--- config.mk ---
export PLATFORM = sky130hd
export DESIGN_NAME = rgb_pwm_dimmer_buttons
export DESIGN_NICKNAME = d
export VERILOG_FILES = /design/src/rtl/core/rpd_pkg.sv /design/src/rtl/core/rpd_core.sv /design/src/rtl/core/rpd_skid.sv /design/src/rtl/core/rgb_pwm_dimmer_buttons.sv
export SDC_FILE = /design/constraint.sdc
export NUM_CORES = 1
export LEC_CHECK = 0
export ABC_AREA = 1
export BUFFER_PORTS_ARGS = -buffer_cell sky130_fd_sc_hd__buf_2
export CORE_AREA = 8 8 159 161
export CTS_CLUSTER_DIAMETER = 120
export CTS_CLUSTER_SIZE = 16
export DETAILED_ROUTE_END_ITERATION = 6
export DIE_AREA = 0 0 167 169
export HOLD_SLACK_MARGIN = 0.03
export SLEW_MARGIN = 20
export SYNTH_ARGS = -nofsm -noshare
export SYNTH_HDL_FRONTEND = slang
export SYNTH_SLANG_ARGS = --single-unit
--- constraint.sdc ---
create_clock -name clk -period 16.2 [get_ports clk]
set_clock_uncertainty 0.1 [all_clocks]
set_input_delay 1.62 -clock clk [delete_from_list [all_inputs] [get_ports clk]]
set_output_delay 1.62 -clock clk [all_outputs]
set_load 0.05 [all_outputs]
--- src/rtl/core/rpd_pkg.sv ---
// Package for the RGB PWM dimmer: word types, register indexes, reset values.
package rpd_pkg;

  typedef struct packed {
    logic       action;
    logic [4:0] buttons;
  } in_word_t;

  typedef struct packed {
    logic       red_out;
    logic       green_out;
    logic       blue_out;
    logic [1:0] chosen_channel;
    logic [7:0] chosen_level;
    logic       display_update;
  } out_word_t;

  typedef enum logic [1:0] {
    CFG_PERIOD_TOP   = 2'd0,
    CFG_STEP_SIZE    = 2'd1,
    CFG_LEVEL_MAX    = 2'd2,
    CFG_PRESCALE_LOG = 2'd3
  } cfg_index_t;

  localparam int CFG_DATA_W = 8;

  localparam logic       ACT_TICK   = 1'b0;
  localparam logic       ACT_BUTTON = 1'b1;

  localparam int KEY_UP    = 0;
  localparam int KEY_DOWN  = 1;
  localparam int KEY_LEFT  = 2;
  localparam int KEY_RIGHT = 3;
  localparam int KEY_OK    = 4;

  localparam logic [1:0] SEL_RED   = 2'd0;
  localparam logic [1:0] SEL_GREEN = 2'd1;
  localparam logic [1:0] SEL_BLUE  = 2'd2;

  localparam logic [7:0] PERIOD_TOP_RST   = 8'd250;
  localparam logic [7:0] STEP_SIZE_RST    = 8'd25;
  localparam logic [7:0] LEVEL_MAX_RST    = 8'd250;
  localparam logic [2:0] PRESCALE_LOG_RST = 3'd7;

endpackage

--- src/rtl/core/rpd_core.sv ---
// Dimmer state: config registers, levels, selection, compare registers and PWM counter.
module rpd_core #(
  parameter int COUNT_WIDTH = 8
) (
  input  logic                               clk,
  input  logic                               rst_n,
  input  logic                               cfg_we,
  input  logic [1:0]                         cfg_index,
  input  logic [rpd_pkg::CFG_DATA_W-1:0]     cfg_wdata,
  input  logic                               step_en,
  input  rpd_pkg::in_word_t                  step_in,
  output rpd_pkg::out_word_t                 step_out
);
  import rpd_pkg::*;

  localparam int CMP_W = (COUNT_WIDTH > 8) ? COUNT_WIDTH : 8;

  logic [7:0] period_top_r, step_size_r, level_max_r;
  logic [2:0] prescale_log_r;

  logic [7:0] lvl_red_r, lvl_green_r, lvl_blue_r;
  logic [7:0] lvl_red_nxt, lvl_green_nxt, lvl_blue_nxt;
  logic [7:0] cmp_red_r, cmp_green_r, cmp_blue_r;
  logic [7:0] cmp_red_nxt, cmp_green_nxt, cmp_blue_nxt;
  logic [1:0] sel_r, sel_nxt;
  logic [6:0] pre_r, pre_nxt;
  logic [COUNT_WIDTH-1:0] pwm_r, pwm_nxt;

  logic [6:0] pre_last;
  logic [7:0] cur_lvl, lvl_up, lvl_dn;
  logic [8:0] up_sum;
  logic [7:0] chosen_nxt;

  // config registers
  always_ff @(posedge clk) begin
    if (!rst_n) begin
      period_top_r   <= PERIOD_TOP_RST;
      step_size_r    <= STEP_SIZE_RST;
      level_max_r    <= LEVEL_MAX_RST;
      prescale_log_r <= PRESCALE_LOG_RST;
    end else if (cfg_we) begin
      case (cfg_index_t'(cfg_index))
        CFG_PERIOD_TOP:   period_top_r   <= cfg_wdata;
        CFG_STEP_SIZE:    step_size_r    <= cfg_wdata;
        CFG_LEVEL_MAX:    level_max_r    <= cfg_wdata;
        CFG_PRESCALE_LOG: prescale_log_r <= cfg_wdata[2:0];
        default: ;
      endcase
    end
  end

  always_comb begin
    pre_last = 7'((8'd1 << prescale_log_r) - 8'd1);

    // selection 3 is unreachable; it falls to blue like any value above green
    case (sel_r)
      SEL_RED:   cur_lvl = lvl_red_r;
      SEL_GREEN: cur_lvl = lvl_green_r;
      default:   cur_lvl = lvl_blue_r;
    endcase

    // up acts first, then down on the result
    up_sum = {1'b0, cur_lvl} + {1'b0, step_size_r};
    if (step_in.buttons[KEY_UP]) begin
      lvl_up = (up_sum > {1'b0, level_max_r}) ? 8'd0 : up_sum[7:0];
    end else begin
      lvl_up = cur_lvl;
    end
    if (step_in.buttons[KEY_DOWN]) begin
      lvl_dn = (lvl_up < step_size_r) ? level_max_r : lvl_up - step_size_r;
    end else begin
      lvl_dn = lvl_up;
    end

    lvl_red_nxt   = lvl_red_r;
    lvl_green_nxt = lvl_green_r;
    lvl_blue_nxt  = lvl_blue_r;
    cmp_red_nxt   = cmp_red_r;
    cmp_green_nxt = cmp_green_r;
    cmp_blue_nxt  = cmp_blue_r;
    sel_nxt       = sel_r;
    pre_nxt       = pre_r;
    pwm_nxt       = pwm_r;

    if (step_in.action == ACT_TICK) begin
      if (pre_r >= pre_last) begin
        pre_nxt = 7'd0;
        if (CMP_W'(pwm_r) >= CMP_W'(period_top_r)) begin
          pwm_nxt = '0;
        end else begin
          pwm_nxt = pwm_r + 1'b1;
        end
      end else begin
        pre_nxt = pre_r + 7'd1;
      end
    end else begin
      case (sel_r)
        SEL_RED:   lvl_red_nxt   = lvl_dn;
        SEL_GREEN: lvl_green_nxt = lvl_dn;
        default:   lvl_blue_nxt  = lvl_dn;
      endcase
      if (step_in.buttons[KEY_LEFT]) begin
        sel_nxt = (sel_nxt == SEL_RED) ? SEL_BLUE : sel_nxt - 2'd1;
      end
      if (step_in.buttons[KEY_RIGHT]) begin
        sel_nxt = (sel_nxt >= SEL_BLUE) ? SEL_RED : sel_nxt + 2'd1;
      end
      if (step_in.buttons[KEY_OK]) begin
        cmp_red_nxt   = lvl_red_nxt;
        cmp_green_nxt = lvl_green_nxt;
        cmp_blue_nxt  = lvl_blue_nxt;
        pre_nxt       = 7'd0;
        pwm_nxt       = '0;
      end
    end

    case (sel_nxt)
      SEL_RED:   chosen_nxt = lvl_red_nxt;
      SEL_GREEN: chosen_nxt = lvl_green_nxt;
      default:   chosen_nxt = lvl_blue_nxt;
    endcase

    step_out.red_out        = CMP_W'(pwm_nxt) < CMP_W'(cmp_red_nxt);
    step_out.green_out      = CMP_W'(pwm_nxt) < CMP_W'(cmp_green_nxt);
    step_out.blue_out       = CMP_W'(pwm_nxt) < CMP_W'(cmp_blue_nxt);
    step_out.chosen_channel = sel_nxt;
    step_out.chosen_level   = chosen_nxt;
    step_out.display_update = (step_in.action == ACT_BUTTON) && (step_in.buttons != 5'd0);
  end

  always_ff @(posedge clk) begin
    if (!rst_n) begin
      lvl_red_r   <= 8'd0;
      lvl_green_r <= 8'd0;
      lvl_blue_r  <= 8'd0;
      cmp_red_r   <= 8'd0;
      cmp_green_r <= 8'd0;
      cmp_blue_r  <= 8'd0;
      sel_r       <= SEL_BLUE;
      pre_r       <= 7'd0;
      pwm_r       <= '0;
    end else if (step_en) begin
      lvl_red_r   <= lvl_red_nxt;
      lvl_green_r <= lvl_green_nxt;
      lvl_blue_r  <= lvl_blue_nxt;
      cmp_red_r   <= cmp_red_nxt;
      cmp_green_r <= cmp_green_nxt;
      cmp_blue_r  <= cmp_blue_nxt;
      sel_r       <= sel_nxt;
      pre_r       <= pre_nxt;
      pwm_r       <= pwm_nxt;
    end
  end

`ifndef SYNTHESIS
  a_sel_valid: assert property (@(posedge clk) disable iff (!rst_n)
    sel_r != 2'd3) else $error("selection reached an unused code");

  a_ok_restarts: assert property (@(posedge clk) disable iff (!rst_n)
    (step_en && step_in.action == ACT_BUTTON && step_in.buttons[KEY_OK])
      |=> (pwm_r == '0 && pre_r == 7'd0))
    else $error("ok did not restart the counters");

  a_tick_keeps_cmp: assert property (@(posedge clk) disable iff (!rst_n)
    (step_en && step_in.action == ACT_TICK)
      |=> ($stable(cmp_red_r) && $stable(cmp_green_r) && $stable(cmp_blue_r)
           && $stable(lvl_red_r) && $stable(sel_r)))
    else $error("tick changed button state");
`endif

endmodule

--- src/rtl/core/rpd_skid.sv ---
// Two-entry result buffer: output register plus skid register.
module rpd_skid (
  input  logic               clk,
  input  logic               rst_n,
  input  logic               push,
  input  rpd_pkg::out_word_t push_word,
  output logic               push_ready,
  output logic               out_valid,
  input  logic               out_ready,
  output rpd_pkg::out_word_t out_data
);
  import rpd_pkg::*;

  logic      out_valid_r, out_valid_nxt;
  logic      skid_valid_r, skid_valid_nxt;
  out_word_t out_word_r, out_word_nxt;
  out_word_t skid_word_r, skid_word_nxt;
  logic      pop;

  assign pop        = out_valid_r && out_ready;
  assign push_ready = !skid_valid_r;
  assign out_valid  = out_valid_r;
  assign out_data   = out_word_r;

  always_comb begin
    out_valid_nxt  = out_valid_r;
    skid_valid_nxt = skid_valid_r;
    out_word_nxt   = out_word_r;
    skid_word_nxt  = skid_word_r;
    if (!out_valid_r || pop) begin
      if (skid_valid_r) begin
        // skid full means no push this cycle
        out_word_nxt   = skid_word_r;
        out_valid_nxt  = 1'b1;
        skid_valid_nxt = 1'b0;
      end else begin
        out_word_nxt  = push_word;
        out_valid_nxt = push;
      end
    end else if (push) begin
      skid_word_nxt  = push_word;
      skid_valid_nxt = 1'b1;
    end
  end

  always_ff @(posedge clk) begin
    if (!rst_n) begin
      out_valid_r  <= 1'b0;
      skid_valid_r <= 1'b0;
    end else begin
      out_valid_r  <= out_valid_nxt;
      skid_valid_r <= skid_valid_nxt;
    end
  end

  always_ff @(posedge clk) begin
    out_word_r  <= out_word_nxt;
    skid_word_r <= skid_word_nxt;
  end

`ifndef SYNTHESIS
  a_skid_behind_out: assert property (@(posedge clk) disable iff (!rst_n)
    skid_valid_r |-> out_valid_r) else $error("skid holds a word ahead of output");

  a_stall_fills_skid: assert property (@(posedge clk) disable iff (!rst_n)
    (push && out_valid_r && !out_ready) |=> skid_valid_r)
    else $error("word pushed into stalled output was lost");

  a_skid_holds: assert property (@(posedge clk) disable iff (!rst_n)
    (skid_valid_r && !out_ready) |=> (skid_valid_r && $stable(skid_word_r)))
    else $error("skid word changed while stalled");
`endif

endmodule

--- src/rtl/core/rgb_pwm_dimmer_buttons.sv ---
// Top level of the three-channel RGB PWM dimmer with button control.
//
//   channel | ports                              | word
//   --------+------------------------------------+-------------------------------
//   input   | in_valid, in_ready, in_data        | action, buttons
//   result  | out_valid, out_ready, out_data     | pwm outputs, selection, level
//   config  | cfg_we, cfg_index, cfg_wdata       | period, step, max, prescale
//
// One word is accepted per cycle while in_ready is high. State update and
// result are computed in the accept cycle from the core registers and registered
// into out_data, or the second entry while out_data stalls, so input continues;
// in_ready drops only when both entries are full. rst_n is synchronous: config
// returns to its defaults, levels and compares to zero, selection to blue.
module rgb_pwm_dimmer_buttons #(
  parameter int COUNT_WIDTH = 8
) (
  input  logic                           clk,
  input  logic                           rst_n,
  input  logic                           in_valid,
  output logic                           in_ready,
  input  rpd_pkg::in_word_t              in_data,
  output logic                           out_valid,
  input  logic                           out_ready,
  output rpd_pkg::out_word_t             out_data,
  input  logic                           cfg_we,
  input  logic [1:0]                     cfg_index,
  input  logic [rpd_pkg::CFG_DATA_W-1:0] cfg_wdata
);
  import rpd_pkg::*;

  logic      push;
  out_word_t step_word;

  assign push = in_valid && in_ready;

  rpd_core #(
    .COUNT_WIDTH(COUNT_WIDTH)
  ) u_core (
    .clk      (clk),
    .rst_n    (rst_n),
    .cfg_we   (cfg_we),
    .cfg_index(cfg_index),
    .cfg_wdata(cfg_wdata),
    .step_en  (push),
    .step_in  (in_data),
    .step_out (step_word)
  );

  rpd_skid u_skid (
    .clk       (clk),
    .rst_n     (rst_n),
    .push      (push),
    .push_word (step_word),
    .push_ready(in_ready),
    .out_valid (out_valid),
    .out_ready (out_ready),
    .out_data  (out_data)
  );

endmodule
Word-level counts from Yosys, hierarchy flattened
Index checks and enable logic that the tools add are counted.

Flip-flop bits (word level): 122. Bits of input ports: 21. Logic and storage cells: 102.

$add $sub $neg: 7. Magnitude comparators: 8. Eq/ne operators: 6. Shift-type cells: 1. Mux-type cells: 33. Bitwise operators: 2. Reduce and logical (&&, ||, !) cells: 18.

Operators by type and width (count): two-way mux 8 bit (20); < comparator 8 bit (4); one-hot mux 8 bit (2 select lines) (2); two-way mux 7 bit (3); two-way mux 14 bit (1); two-way mux 2 bit (6); AND reduction 2 bit (6); adder 8 x 8 -> 9 bit (1); > comparator 9 x 8 -> 1 bit (1); adder 8 x 1 -> 8 bit, second input constant (1); >= comparator 8 bit (1); subtractor 8 bit (1); adder 7 x 1 -> 7 bit, second input constant (1); >= comparator 7 bit (1); << shifter 1 x 3 -> 7 bit, first input constant (1); subtractor 7 x 1 -> 7 bit, second input constant (1); == test 2 x 1 -> 1 bit, second input constant (3); logical NOT 2 bit (3); nonzero test 5 bit (1); == test 2 bit, second input constant (2); OR reduction 2 bit (2); logical AND 1 bit (3); adder 2 x 1 -> 2 bit, second input constant (1); >= comparator 2 bit, second input constant (1); other kinds (6) (8).

Depth between registers and ports, before layout
Depth in word-level cells: 14. Mapped depth: 49. Depth with buffers taken out: 48.

Modules after synthesis
Synthesis repeated with hierarchy kept, for this count alone.

Cells, all modules: 1123. Area, all modules: 8051.5 um^2.

By module, submodules not included: rpd_core (times used 1, cells an instance 1036, area an instance 6915.4 um^2, sequential area each 1841.8 um^2); rpd_skid (times used 1, cells an instance 85, area an instance 1128.6 um^2, sequential area each 880.8 um^2); rgb_pwm_dimmer_buttons (times used 1, cells an instance 2, area an instance 7.5 um^2, sequential area each 0.0 um^2).

Worst setup path before layout
Ideal clock, no wire load.

Path type: reg-to-reg. Start point: register u_core.sel_r[1]. End point: register u_skid.skid_word_r[12] (netlist bit) (data pin). Setup time: 154 ps. Data arrival time: 5631 ps. Path slack: 10315 ps. Stages on the path, launching flop included: 44. Path buffers: 3. Period minus slack after synthesis: 5885 ps. Cell sequence: dfxtp_1 -> inv_1 -> ha_1 -> buf_2 -> inv_1 -> buf_2 -> o221ai_1 -> fa_1 -> nand3_1 -> nand3_2 -> nand3_2 -> nand2_2 -> xor2_1 -> ha_1 -> nand2_1 -> nor2_1 -> a21oi_1 -> nand2_1 -> [8 not listed] -> a21oi_1 -> nand2_1 -> nand2_1 -> nand2_1 -> nand2_1 -> a21oi_1 -> o21ai_0 -> nand3_1 -> nand3_1 -> nand3_1 -> nand3_1 -> o21ai_0 -> mux2i_1 -> ha_1 -> nand2_1 -> inv_1 -> a221oi_1 -> a21boi_0.

RTL lines: start, declared (RTL line rpd_core.sv:25) `logic [1:0] sel_r, sel_nxt;`; start signal, assigned (RTL line rpd_core.sv:149) `sel_r <= sel_nxt;`; end signal, assigned (RTL line rpd_skid.sv:58) `skid_word_r <= skid_word_nxt;`; end, declared (RTL line rpd_skid.sv:17) `out_word_t skid_word_r, skid_word_nxt;`.

==> impl_metrics.ini <==
[clock_tree]
htree_num_levels = 4
clkTransAtPathRegs_ps = 60
post-cts-setup-buffers = 0
holdBufCountCts = 0
clk_root_buffer_cell = clkbuf_16
clk_latency_ps = 420
clk_path_buf_depth = 2
cts_tree = built
post_cts.resized_instances = 0
numCtsBuffers = 17
numClockSinks = 122

[synth]
synth_seq_cells = 122
synth-simple-area-share = 0.2077
synth_warnings = 0
muxShareOfSynthArea = 0.009960
post_synth.cell_area_avg_um2 = 7.404
synthArstFlopShare = 0
post_synth_most_frequent_cells = 241 x nand2_1, 135 x inv_1, 99 x a21oi_1
post_synth_main_area_contributors = dfxtp_1 23%, nand2_1 11%, edfxtp_1 10%
synth_area_leader_cell = dfxtp_1
synth_top_family_by_area = compound AO/OA/AOI/OAI gates
synth-edff-count = 28
synth_top_area_frac = 0.2340
synth_cell_type_count = 48
synthMostInstantiatedCell = nand2_1
postSynth.topFlopCell = dfxtp_1
syn_inst = 1086
syn_area_um2 = 8040
yosys.area_share.adder = 0.1092
synth_compound_area_frac = 0.2202
synth_xor_area_frac = 0.02505
ys_seq_area_frac = 0.3386
synth.net_count = 1176

[die]
placeable_core_region_um2 = 22910
floorplan.die.height_um = 169
rows = 56
start_util = 0.3509
fp.dieArea_um2 = 28220
die_width_um = 167
io_pins = 37

[detailed_routing]
detail_route.first_pass.iterations = 5
route.final.wire_length_um = 22040
remaining_drc_errors = 0
ant_nets = 0
drt_first_iter_violations = 505
routed-via-count = 7269
post_drt_wl_per_cell_um = 15.70
viasPerCell = 5.177

[critical_path]
ff2ff_path_depth = 41
r2r_end = u_skid.skid_word_r[12]$_DFFE_PP_
critical-path-max-stage-delay_ps = 760
timing.critical_path.fanout_max = 19
start_kind = flip-flop
crit-reg2reg-launch = u_core.sel_r[1]$_SDFFE_PN1P_
timing_worst_setup_path_type = flip-flop to flip-flop
critPathArrivalTime_ps = 7610
path_common_cell = nand2_1
worstPathRequired_ps = 16360
crit_path_end_kind = flip-flop
crit_slowest_cell = nor2_2
r2r_setup_slack_ps = 8750

[final_layout]
final_nets = 1191
fillers = 2382
post_route_cells_drive_above_1_share = 0.1077
antenna-diode-count = 0
finish.instance_area_um2 = 9006
final_cell_count_no_fill = 1404
syn2layout_area_growth_pct = 12.01
combined_area_of_the_multi_input_logic_cells_um2 = 4608
layout.area.seq_um2 = 2723

[grt]
global_route_wire_length_before_repair_um = 35500
globalRouteOverflowTotal = 0
initial_antenna_violation_count = 0
grt_start_max_net_pins = 72
grt_util_all_layers = 0.1575
first_global_vias = 6840

[run_status]
outcome = finished, final reports clean

[sta]
finalCriticalPeriod_ps = 7451
slew_headroom = 0.2913
slew_viol_final = 0
fin_crit_sh = 0.4600
final.hold.worst_slack_ps = 376.7
timing.final.hold_violations = 0
maxClockFrequency_mhz = 134.2
timing.final.ws_setup_ps = 8749
grt_setup_unrepaired = no
setup_total_negative_slack_ps = 0
report.final.setup_viol = 0
tightestPinTransition_ps = 1063

[place]
postPlaceCellArea_um2 = 8444
portBuffers = 36
numPlacedInstances = 1372
placement.setup.worst_slack_ps = 8873
placer_congestion = 0.9139
post-dp-hpwl_um = 16310

[min_path]
timing.hold.worst_endpoint = u_core.period_top_r[2]$_SDFFE_PN0P_
min_path_cells = 2
holdCritStartpoint = u_core.period_top_r[2]$_SDFFE_PN0P_
holdCritPathClass = flip-flop to flip-flop

[pwr]
p_leak_nw = 4.170
p_per_area_nw_per_um2 = 110.0
worst_ir_drop_on_vdd_v = 0.00007364

[job]
drv.max_cap_violation_count = 0
## cells by family (layout without fill, tap and decap cells)
group | Yosys count | in the layout
xor+xnor | 23 | 23
buf+inv | 186 | 214
mux | 8 | 8
flops | 122 | 122
compound gates | 294 | 294
simple gates | 384 | 384
fa+ha+maj | 69 | 69
## state kept, by name, indices dropped and copies added (netlist names), 8 cells and up
| name | cells |
|---|---|
| u_core.step_size_r | 8 |
| u_core.lvl_blue_r | 8 |
| u_skid.skid_word_r | 14 |
| u_core.cmp_green_r | 8 |
| u_core.period_top_r | 8 |
| u_core.lvl_red_r | 8 |
| u_core.pwm_r | 8 |
| u_core.level_max_r | 8 |
| u_core.cmp_blue_r | 8 |
| u_core.lvl_green_r | 8 |
| u_skid.out_data | 14 |
| u_core.cmp_red_r | 8 |
## metrics by stage
stage,util,total power (W)
final,0.3931,0.0009903
after global routing,0.3931,0.001047
after CTS,0.3931,0.0009982
after detailed placement,0.3686,0.0006329
after global placement,0.3686,0.0006307
after floorplan,-,0.0005629
## cell type report
class	instances	share of cell area
multi-input cells	778	0.5117
flip-flops and latches	122	0.3023
inverters	140	0.05835
clock buffers	18	0.04876
repair buffers	42	0.02501
well taps	290	0.04029
clock inverters	14	0.01361
## where the power goes
| part | internal (W) | switching, W |
|---|---|---|
| Clock | 0.000215 | 0.000147 |
| Sequential | 0.000337 | 0.0000114 |
| Combinational | 0.0000858 | 0.000194 |
| Total | 0.000638 | 0.000352 |
## cell usage in the layout, fill, tap and decap left out, types with 11 or more instances in the layout
cell type,count
o21ai_0,95
ha_1,67
edfxtp_1,28
dfxtp_1,94
clkbuf_16,17
inv_1,135
nand3_1,61
nand2_1,241
o211ai_1,37
nor2_1,36
xor2_1,18
a21oi_1,99
buf_2,36
a211oi_1,11
## worst max path at each step
| stage | startpoint | to | slack (ps) |
|---|---|---|---|
| after floorplan | u_core.sel_r[1]$_SDFFE_PN1P_ | u_skid.skid_word_r[12]$_DFFE_PP_ | 10320 |
| after detailed placement | u_core.sel_r[1]$_SDFFE_PN1P_ | u_skid.skid_word_r[12]$_DFFE_PP_ | 8870 |
| after global placement | u_core.sel_r[0]$_SDFFE_PN0P_ | u_skid.skid_word_r[12]$_DFFE_PP_ | 9020 |
| after CTS | u_core.sel_r[1]$_SDFFE_PN1P_ | u_skid.skid_word_r[12]$_DFFE_PP_ | 8840 |
| final | u_core.sel_r[1]$_SDFFE_PN1P_ | u_skid.skid_word_r[12]$_DFFE_PP_ | 8750 |
| after global routing | u_core.sel_r[1]$_SDFFE_PN1P_ | u_skid.skid_word_r[12]$_DFFE_PP_ | 8060 |
## critical path, delay by kind of cell, from the launching register on
family,cells,cell delay (ps)
compound gates,9,1600
simple gates,22,2800
fa+ha+maj,6,1760
buf+inv,2,130
mux,1,250
xor+xnor,1,240
flops,1,400
## routing by layer
| layer | global-route usage | wire (um) |
|---|---|---|
| met2 | 0.2533 | 9868 |
| met4 | 0.05875 | 549 |
| met3 | 0.02819 | 1146 |
| met1 | 0.2078 | 10480 |
| met5 | 0 | 0 |
Note: power is estimated with default switching activity, not from simulation.
